===== src/bbuv_pkg.sv =====
`timescale 1ns / 1ps
// ----------------------------------------------------------------------------
// bbuv_pkg
// Shared types and constants for the bounding box cylindrical uv mapper.
// ----------------------------------------------------------------------------
package bbuv_pkg;

    localparam int COORD_WIDTH      = 32;
    localparam int ANGLE_ITERATIONS = 16;
    localparam int ANGLE_STEPS      = (ANGLE_ITERATIONS < 24) ? ANGLE_ITERATIONS : 24;
    localparam int ITER_W           = $clog2(ANGLE_STEPS + 1);
    localparam int CORDIC_W         = 24;
    localparam int ANGLE_W          = 22;
    localparam int DIV_W            = COORD_WIDTH + 3;
    localparam int QUO_W            = 21;
    localparam int QCNT_W           = $clog2(DIV_W + 17);

    localparam logic signed [ANGLE_W-1:0] HALF_TURN = 22'sd524288;

    typedef enum logic [1:0] {
        CMD_MEASURE = 2'd0,
        CMD_MAP     = 2'd1,
        CMD_CLEAR   = 2'd2,
        CMD_NONE    = 2'd3
    } cmd_t;

    typedef enum logic [2:0] {
        ST_IDLE,
        ST_DIV_X,
        ST_DIV_Y,
        ST_DIV_V,
        ST_CORDIC,
        ST_DONE
    } state_t;

    typedef struct packed {
        logic [1:0]  command;
        logic signed [31:0] coord_x;
        logic signed [31:0] coord_y;
        logic signed [31:0] coord_z;
    } in_item_t;

    typedef struct packed {
        logic [16:0] u_coord;
        logic [16:0] v_coord;
        logic        degenerate;
    } out_item_t;

    // atan(2^-i) in units of 2^-20 turn
    function automatic logic [17:0] atan_entry(input logic [4:0] i);
        case (i)
            5'd0:  atan_entry = 18'd131072;
            5'd1:  atan_entry = 18'd77376;
            5'd2:  atan_entry = 18'd40884;
            5'd3:  atan_entry = 18'd20753;
            5'd4:  atan_entry = 18'd10417;
            5'd5:  atan_entry = 18'd5213;
            5'd6:  atan_entry = 18'd2607;
            5'd7:  atan_entry = 18'd1304;
            5'd8:  atan_entry = 18'd652;
            5'd9:  atan_entry = 18'd326;
            5'd10: atan_entry = 18'd163;
            5'd11: atan_entry = 18'd81;
            5'd12: atan_entry = 18'd41;
            5'd13: atan_entry = 18'd20;
            5'd14: atan_entry = 18'd10;
            5'd15: atan_entry = 18'd5;
            5'd16: atan_entry = 18'd3;
            5'd17: atan_entry = 18'd1;
            5'd18: atan_entry = 18'd1;
            default: atan_entry = 18'd0;
        endcase
    endfunction

endpackage


===== src/bbox_cylindrical_uv_map.sv =====
`timescale 1ns / 1ps
// ----------------------------------------------------------------------------
// bbox_cylindrical_uv_map
// Cylindrical uv mapping of Q16.16 vertices against a running bounding box.
// ----------------------------------------------------------------------------
// Usage: one input channel (in_valid / in_stall / in_data) carries a command
// and a vertex; one output channel (out_valid / out_stall / out_data) carries
// u, v and a degenerate flag, one result per map command only.
// Measure and clear update the box at the transfer edge and give no result.
// A map goes through one restoring divider, one quotient bit per cycle:
// nx, ny and v in turn, then the CORDIC runs 16 steps and the end check,
// and the result is formed in ST_DONE into the output register. A
// degenerate box skips the arithmetic and its result goes through ST_DONE
// into the output register.
// The block holds one item at a time; in_stall is high while a map is in
// work or its result is not yet taken. The result holds in an output register
// while out_stall is high; the next item can be taken in the cycle after the
// result leaves, so no new map is taken before the last result has left.
// Reset empties the box (min at most positive, max at most negative) and
// drops any item in work.
// ----------------------------------------------------------------------------
module bbox_cylindrical_uv_map (
    input  logic                 clk,
    input  logic                 rst_n,
    input  logic                 in_valid,
    output logic                 in_stall,
    input  bbuv_pkg::in_item_t   in_data,
    output logic                 out_valid,
    input  logic                 out_stall,
    output bbuv_pkg::out_item_t  out_data
);
    import bbuv_pkg::*;

    localparam int CW = COORD_WIDTH;
    localparam logic signed [CW-1:0] C_HI = {1'b0, {(CW-1){1'b1}}};
    localparam logic signed [CW-1:0] C_LO = {1'b1, {(CW-1){1'b0}}};

    // box storage
    logic signed [CW-1:0] min_reg [3];
    logic signed [CW-1:0] max_reg [3];
    // latched vertex
    logic signed [CW-1:0] p_reg [3];

    state_t state_reg, state_next;
    logic   out_valid_reg;
    out_item_t out_reg;

    // divider
    logic [DIV_W-1:0] dden_reg, drem_reg;
    logic [DIV_W+16:0] dshift_reg;
    logic [QUO_W-1:0] dquo_reg;
    logic [QCNT_W-1:0] dcnt_reg;
    logic              dneg_reg;
    logic              dsat_reg;
    logic signed [QUO_W:0] nx_reg, ny_reg;

    // cordic
    logic signed [CORDIC_W-1:0] cx_reg, cy_reg;
    logic signed [ANGLE_W-1:0]  cz_reg;
    logic [ITER_W-1:0]          citer_reg;

    logic accept;
    logic [1:0] cmd;
    logic signed [CW-1:0] lc [3];

    // saturate a 32 bit coordinate to the coordinate width
    function automatic logic signed [CW-1:0] load_c(input logic signed [31:0] r);
        logic signed [63:0] s;
        begin
            s = 64'(r);
            if (s > 64'(C_HI))
                load_c = C_HI;
            else if (s < 64'(C_LO))
                load_c = C_LO;
            else
                load_c = CW'(s);
        end
    endfunction

    assign lc[0] = load_c(in_data.coord_x);
    assign lc[1] = load_c(in_data.coord_y);
    assign lc[2] = load_c(in_data.coord_z);
    assign cmd = in_data.command;

    assign in_stall  = (state_reg != ST_IDLE) || out_valid_reg;
    assign accept    = in_valid && !in_stall;
    assign out_valid = out_valid_reg;
    assign out_data  = out_reg;

    // box degenerate check
    logic degen;
    always_comb
    begin
        degen = 1'b0;
        for (int k = 0; k < 3; k++)
        begin
            if (max_reg[k] <= min_reg[k])
                degen = 1'b1;
        end
    end

    // numerators and denominators per divide pass (sign-magnitude)
    // x pass starts at the transfer, so it takes the incoming vertex
    logic signed [DIV_W-1:0] ax, ay, vn;
    logic [DIV_W-1:0] denx, deny, denv;
    always_comb
    begin
        ax = (DIV_W'(lc[0]) <<< 1) - DIV_W'(max_reg[0]) - DIV_W'(min_reg[0]);
        ay = (DIV_W'(p_reg[1]) <<< 1) - DIV_W'(max_reg[1]) - DIV_W'(min_reg[1]);
        vn = DIV_W'(max_reg[2]) + (DIV_W'(p_reg[2]) <<< 1)
           - DIV_W'(min_reg[2]) - (DIV_W'(min_reg[2]) <<< 1);
        denx = (DIV_W'(max_reg[0]) - DIV_W'(min_reg[0])) << 1;
        deny = (DIV_W'(max_reg[1]) - DIV_W'(min_reg[1])) << 1;
        denv = (DIV_W'(max_reg[2]) - DIV_W'(min_reg[2])) << 2;
    end

    // one restoring divide step on the shifted numerator
    logic [DIV_W:0] trial;
    logic [DIV_W-1:0] rem_step;
    logic             qbit;
    always_comb
    begin
        trial    = {drem_reg, dshift_reg[DIV_W+16]};
        qbit     = (trial >= {1'b0, dden_reg});
        rem_step = qbit ? DIV_W'(trial - {1'b0, dden_reg}) : DIV_W'(trial);
    end

    logic div_last;
    assign div_last = (dcnt_reg == QCNT_W'(DIV_W + 16));

    // cordic step
    logic [4:0] ci5;
    logic signed [CORDIC_W-1:0] xs, ys;
    logic [17:0] at;
    always_comb
    begin
        ci5 = 5'(citer_reg);
        xs  = cx_reg >>> ci5;
        ys  = cy_reg >>> ci5;
        at  = atan_entry(ci5);
    end

    // angle to u
    logic signed [ANGLE_W-1:0] ang;
    logic [16:0] u_val;
    logic [ANGLE_W-1:0] ang_r;
    always_comb
    begin
        ang   = cz_reg + HALF_TURN;
        ang_r = ANGLE_W'(ang) + ANGLE_W'(8);
        if (ang <= 0)
            u_val = 17'd0;
        else if ((ang_r >> 4) > ANGLE_W'(65536))
            u_val = 17'd65536;
        else
            u_val = 17'(ang_r >> 4);
    end

    // next state
    always_comb
    begin
        state_next = state_reg;
        case (state_reg)
            ST_IDLE:
            begin
                if (accept && cmd == CMD_MAP)
                    state_next = degen ? ST_DONE : ST_DIV_X;
            end
            ST_DIV_X:  if (div_last) state_next = ST_DIV_Y;
            ST_DIV_Y:  if (div_last) state_next = ST_DIV_V;
            ST_DIV_V:  if (div_last) state_next = ST_CORDIC;
            ST_CORDIC:
            begin
                if (citer_reg == ITER_W'(ANGLE_STEPS))
                    state_next = ST_DONE;
            end
            ST_DONE:   state_next = ST_IDLE;
            default:   state_next = ST_IDLE;
        endcase
    end

    always_ff @(posedge clk or negedge rst_n)
    begin
        if (!rst_n)
            state_reg <= ST_IDLE;
        else
            state_reg <= state_next;
    end

    // load one divide pass
    function automatic logic [DIV_W-1:0] mag(input logic signed [DIV_W-1:0] a);
        mag = a[DIV_W-1] ? DIV_W'(-a) : DIV_W'(a);
    endfunction

    // signed normalized value with saturation at the limit
    function automatic logic signed [QUO_W:0] sq(input logic s, input logic [QUO_W-1:0] q,
                                                   input logic b, input logic [QUO_W-1:0] lim,
                                                   input logic neg);
        logic [QUO_W:0] full;
        logic [QUO_W:0] m;
        begin
            full = {q, b};
            if (s || full >= {1'b0, lim})
                m = {1'b0, lim};
            else
                m = full;
            sq = neg ? -$signed(m) : $signed(m);
        end
    endfunction

    // v clamp to 0..1
    function automatic logic [16:0] vsat(input logic s, input logic [QUO_W-1:0] q,
                                         input logic b, input logic neg);
        logic [QUO_W:0] full;
        begin
            full = {q, b};
            if (neg || full == '0)
                vsat = 17'd0;
            else if (s || full >= (QUO_W + 1)'(65536))
                vsat = 17'd65536;
            else
                vsat = 17'(full);
        end
    endfunction

    // box update and output valid flag
    logic degen_reg;
    logic [16:0] v_reg;
    always_ff @(posedge clk or negedge rst_n)
    begin
        if (!rst_n)
        begin
            for (int k = 0; k < 3; k++)
            begin
                min_reg[k] <= C_HI;
                max_reg[k] <= C_LO;
            end
            out_valid_reg <= 1'b0;
        end
        else
        begin
            if (out_valid_reg && !out_stall)
                out_valid_reg <= 1'b0;
            if (accept)
            begin
                case (cmd)
                    CMD_MEASURE:
                    begin
                        for (int k = 0; k < 3; k++)
                        begin
                            if (lc[k] < min_reg[k]) min_reg[k] <= lc[k];
                            if (lc[k] > max_reg[k]) max_reg[k] <= lc[k];
                        end
                    end
                    CMD_CLEAR:
                    begin
                        for (int k = 0; k < 3; k++)
                        begin
                            min_reg[k] <= C_HI;
                            max_reg[k] <= C_LO;
                        end
                    end
                    default: ;
                endcase
            end
            if (state_reg == ST_DONE)
                out_valid_reg <= 1'b1;
        end
    end

    // datapath registers
    always_ff @(posedge clk)
    begin
        if (accept)
        begin
            for (int k = 0; k < 3; k++)
                p_reg[k] <= lc[k];
            degen_reg <= degen;
        end
        // start x divide or chain to next pass
        if (accept && cmd == CMD_MAP)
        begin
            dshift_reg <= {mag(ax), 16'd0};
            dden_reg   <= denx;
            dneg_reg   <= ax[DIV_W-1];
            drem_reg   <= '0;
            dquo_reg   <= '0;
            dsat_reg   <= 1'b0;
            dcnt_reg   <= '0;
        end
        else if (state_reg == ST_DIV_X || state_reg == ST_DIV_Y || state_reg == ST_DIV_V)
        begin
            if (!div_last)
            begin
                drem_reg   <= rem_step;
                dshift_reg <= dshift_reg << 1;
                dquo_reg   <= {dquo_reg[QUO_W-2:0], qbit};
                if (dquo_reg[QUO_W-1])
                    dsat_reg <= 1'b1;
                dcnt_reg   <= dcnt_reg + 1'b1;
            end
            else
            begin
                dcnt_reg <= '0;
                drem_reg <= '0;
                dquo_reg <= '0;
                dsat_reg <= 1'b0;
                if (state_reg == ST_DIV_X)
                begin
                    nx_reg     <= sq(dsat_reg, dquo_reg, qbit, 21'd1048576, dneg_reg);
                    dshift_reg <= {mag(ay), 16'd0};
                    dden_reg   <= deny;
                    dneg_reg   <= ay[DIV_W-1];
                end
                else if (state_reg == ST_DIV_Y)
                begin
                    ny_reg     <= sq(dsat_reg, dquo_reg, qbit, 21'd1048576, dneg_reg);
                    dshift_reg <= {mag(vn), 16'd0};
                    dden_reg   <= denv;
                    dneg_reg   <= vn[DIV_W-1];
                end
                else
                begin
                    v_reg <= vsat(dsat_reg, dquo_reg, qbit, dneg_reg);
                end
            end
        end
        // cordic
        if (state_reg == ST_DIV_V && div_last)
        begin
            citer_reg <= '0;
            if (nx_reg < 0)
            begin
                cz_reg <= (ny_reg >= 0) ? HALF_TURN : -HALF_TURN;
                cx_reg <= CORDIC_W'(-nx_reg);
                cy_reg <= CORDIC_W'(-ny_reg);
            end
            else
            begin
                cz_reg <= '0;
                cx_reg <= CORDIC_W'(nx_reg);
                cy_reg <= CORDIC_W'(ny_reg);
            end
        end
        else if (state_reg == ST_CORDIC && citer_reg != ITER_W'(ANGLE_STEPS))
        begin
            citer_reg <= citer_reg + 1'b1;
            if (cy_reg >= 0)
            begin
                cx_reg <= cx_reg + ys;
                cy_reg <= cy_reg - xs;
                cz_reg <= cz_reg + ANGLE_W'(at);
            end
            else
            begin
                cx_reg <= cx_reg - ys;
                cy_reg <= cy_reg + xs;
                cz_reg <= cz_reg - ANGLE_W'(at);
            end
        end
        // result capture
        if (state_reg == ST_DONE)
        begin
            if (degen_reg)
                out_reg <= '{u_coord: 17'd0, v_coord: 17'd0, degenerate: 1'b1};
            else if (nx_reg == 0 && ny_reg == 0)
                out_reg <= '{u_coord: 17'd32768, v_coord: v_reg, degenerate: 1'b0};
            else
                out_reg <= '{u_coord: u_val, v_coord: v_reg, degenerate: 1'b0};
        end
    end

`ifndef NO_ASSERTIONS
    // a result appears only after the last step of a map
    a_out_src: assert property (@(posedge clk) disable iff (!rst_n)
        $rose(out_valid_reg) |-> $past(state_reg) == ST_DONE)
        else $error("result without finished map");
    // held result stays while stalled
    a_out_hold: assert property (@(posedge clk) disable iff (!rst_n)
        out_valid_reg && out_stall |=> out_valid_reg && $stable(out_reg))
        else $error("stalled result changed");
    // no new item while busy
    a_busy: assert property (@(posedge clk) disable iff (!rst_n)
        state_reg != ST_IDLE |-> in_stall)
        else $error("input open during map");
    // box on axis 0 stays put during the CORDIC part of a map
    a_box: assert property (@(posedge clk) disable iff (!rst_n)
        state_reg == ST_CORDIC |=> $stable(min_reg[0]) && $stable(max_reg[0]))
        else $error("box changed during map");
`endif

endmodule

===== config.mk =====
export PLATFORM = sky130hd
export DESIGN_NAME = bbox_cylindrical_uv_map
export DESIGN_NICKNAME = d
export VERILOG_FILES = /design/src/bbuv_pkg.sv /design/src/bbox_cylindrical_uv_map.sv
export SDC_FILE = /design/constraint.sdc
export NUM_CORES = 2
export LEC_CHECK = 0
export BUFFER_PORTS_ARGS = -buffer_cell sky130_fd_sc_hd__buf_4
export CAP_MARGIN = 20
export CELL_PAD_IN_SITES_DETAIL_PLACEMENT = 2
export CELL_PAD_IN_SITES_GLOBAL_PLACEMENT = 2
export CORE_ASPECT_RATIO = 2
export CORE_MARGIN = 4
export CORE_UTILIZATION = 44
export CTS_CLUSTER_SIZE = 16
export DETAILED_ROUTE_END_ITERATION = 10
export HOLD_SLACK_MARGIN = 0.06
export PLACE_DENSITY_LB_ADDON = 0.08
export SYNTH_ARGS = -nofsm -noshare
export SYNTH_HDL_FRONTEND = slang
export SYNTH_SLANG_ARGS = --single-unit

===== constraint.sdc =====
create_clock -name clk -period 15.4 [get_ports clk]
set_input_delay 0.77 -clock clk [delete_from_list [all_inputs] [get_ports clk]]
set_output_delay 0.77 -clock clk [all_outputs]
set_load 0.02 [all_outputs]

==> flow_summary_export.csv <==
group,metric,value,unit
die,io-pin-count,139,
cts,cts.path.max_buffers,3,
setup_path,path_cells,"buf_4, mux4_2, mux2i_1, a211oi_1, a31oi_1, ha_1, nand3_1, or3b_1, or2_1, o21ai_1, xnor2_1, nor2_1, ha_1, and3_1, a21oi_1, inv_1, o31ai_1, o2111ai_1, a21o_1, a211oi_1, o31ai_1, xnor2_1, nor2_1",
yosys,ys.flop_type,"edfxtp_1",
global_routing,gr-total-overflow,0,
setup_path,reg2reg_slack,7630,ps
yosys,synthArstFlopShare,33.6,%
sta,fin_skew,26.9,ps
sta,finalCritPeriodShare,50.5,%
setup_path,slowest_delay,790,ps
setup_path,cp_max_fo,50,
die,core-area,124000,µm²
cts,clock_sinks,584,
yosys,synth_edf_count,301,
global_routing,grt_pass1_wl,347000,µm
sta,hold_slack,286,ps
setup_path,endpoint,"cx_reg[23]",
setup_path,cp-start-kind,"register",
yosys,synth_compound_area_share,20.8,%
drt,ant_nets,0,
setup_path,end_kind,"register",
global_routing,antenna_found_initial,6,
setup_path,critPathLaunch,"ci5[0]",
cells_and_area,drive_gt1_share,8.81,%
drt,dr.pass1.iters,5,
placed_design,port_buffers,138,
yosys,synth_fp_nets,6962,
die,start_util,44.2,%
global_routing,grt_max_degree,58,
cts,clock_latency,710,ps
yosys,synth_xor_area_share,7.03,%
cells_and_area,fin_cells,7818,
setup_path,r2r-end,"cx_reg[23]",
pwr,power_density,59.1,nW/µm²
yosys,synth_cell_types,104,
setup_path,cp.arrival,8190,ps
setup_path,rr_startpoint,"ci5[0]",
placed_design,placed_cells,7697,
run,drv_cap,0,
pwr,leakagePower,0.0248,µW
setup_path,crit_type,"reg2reg",
drt,wl,232000,µm
cts,ctsResizeCount,0,
sta,relSlewSlack,14.8,%
cts,htree_levels,2,
sta,fin_crit,7770,ps
yosys,synthMuxAreaShare,4.75,%
yosys,syn_inst,6150,
drt,vias,48500,
sta,worstMarginPinSlew,1270,ps
drt,wl_per_cell,29.6,µm
cts,postCtsSetupBuffers,0,
worst_hold_path,hold_class,"in2reg",
global_routing,gr-usage-all-layers,34.7,%
cts,cts_buffers,60,
yosys,synth_top_family_by_area,"compound AO/OA/AOI/OAI gates",
setup_path,crit_slowest_cell,"o31ai_1",
status,status,"finished, final reports clean",
die,dieArea,131000,µm²
placed_design,gp_congestion,0.951,
sta,drv_slew,0,
sta,rsz0062_at_grt,"false",
sta,finalSetupTns,0,ps
sta,setup_viol,0,
yosys,seq_area_frac_synth,28.8,%
die,die-width,258,µm
sta,hold_viol_final,0,
yosys,avgSynthCellArea,8.92,µm²
drt,avgViaCountPerCell,6.20,
yosys,yosys_warnings,0,
die,rows,183,
die,die_h,507,µm
yosys,mappedNetlistArea,54900,µm²
global_routing,grt_pass1_vias,55300,
pwr,ir_drop,88.1,µV
setup_path,cp.required,15820,ps
setup_path,r2r_cells,23,
cells_and_area,nets,6911,
drt,drt_iter0_markers,1836,
cts,clockRootBuffer,"clkbuf_16",
drt,drc,0,
sta,fmax,0.129,GHz
cts,cts_tree,"yes",
placed_design,dpl.hpwl,186000,µm
cts,ctsHoldBuffers,1,
cts,path_clk_slew,70,ps
yosys,yosys.area_share.simple,14.6,%
yosys,yosys.area_share.adder,18.0,%
placed_design,dpl_cell_area,57300,µm²
yosys,yosys_register_bits,584,
cells_and_area,synthToLayoutAreaGrowth,8.25,%
cells_and_area,postLayoutCellArea,59400,µm²
==> routing by layer <==
metal / share of wire, % / vias to the layer above / GRT usage (%)
met5: 0.0078 / - / 0
met4: 12 / 4 / 31.1
li1: - / 22000 / -
met1: 31 / 24800 / 30.1
met3: 2.5 / 650 / 3.34
met2: 55 / 1027 / 68.6
==> cell type report <==
type / instances / area, µm²
clock buffer: 80 / 1620
tap: 1665 / 2080
inverter: 517 / 1940
timing repair buffer: 214 / 1650
multi-input combinational: 4722 / 35900
antenna: 2 / 5.00
clock inverter: 34 / 394
fill: 13600 / 64700
sequential: 584 / 15800
==> synthesized netlist by cell type, drive strengths merged (59+ instances only) <==
master | n | area, µm²
inv | 516 | 1940
nand3 | 95 | 480
nand4 | 80 | 500
a21o | 186 | 1400
nand2 | 420 | 1580
ha | 576 | 7210
nor2b | 94 | 591
xor2 | 166 | 1450
o211ai | 59 | 443
dfrtp | 100 | 2500
clkbuf | 297 | 1120
or3 | 63 | 394
o21ai | 348 | 1740
a22o | 60 | 526
edfxtp | 301 | 9040
nor2 | 440 | 1650
dfxtp | 87 | 1740
xnor2 | 271 | 2380
fa | 134 | 2680
dfstp | 96 | 2520
a211oi | 63 | 473
nor3 | 130 | 667
a21oi | 452 | 2260
nand2b | 69 | 432
mux2i | 142 | 1420
==> worst min-delay path by stage <==
| stage | startpoint | end | depth (start not counted) |
|---|---|---|---|
| finish | in_data[34] | p_reg[1][2] | 1 |
| global route | in_data[0] | p_reg[2][0] | 1 |
| CTS | in_data[42] | p_reg[1][10] | 1 |
| detailed placement | drem_reg[19] | drem_reg[19] | 2 |
| global placement | drem_reg[27] | drem_reg[27] | 2 |
| floorplan | drem_reg[10] | drem_reg[10] | 2 |
==> where the power goes <==
group          switching [µW]  internal [µW]  leakage [µW]
logic                     197            114        0.0185
registers              0.0300           1630       0.00533
clock network             737            831      0.000942
==> cell usage in the layout, fill, tap and decap left out, types with 128 or more instances in the layout <==
cell type and n:
xnor2_1 270, nand2_1 419, fa_1 134, a21o_1 186, nor2_1 436, o21ai_0 308
inv_1 510, nor3_1 128, mux2i_1 142, ha_1 576, a21oi_1 451, buf_4 207
xor2_1 166, edfxtp_1 301
==> worst max-delay path, delay by kind of cell (launching register included) <==
kind	cells	cell delay (ps)
AOI/OAI and AO/OA	9	3090
and+or+nand+nor	6	1220
muxes	2	1120
adders and majority gates	2	720
buffers and inverters	2	700
DFF	1	320
xor gates and xnor gates	2	290
==> through the flow <==
stage	worst slack, ps	total power [µW]	util [%]
floorplan	9570	1850	-
global placement	7760	1950	46.2
detailed placement	7800	1970	46.2
CTS	7760	3540	47.8
global route	7150	3620	47.9
finish	7630	3510	47.9
==> cells by family (layout without fill, tap and decap cells) <==
group | after synthesis | after routing
buf+inv | 844 | 845
mux | 203 | 203
xor+xnor | 438 | 438
flops | 584 | 584
other cells | 0 | 2
simple gates | 1641 | 1641
fa+ha+maj | 710 | 710
compound gates | 1730 | 1730
Power figures use the tool's default switching activity.
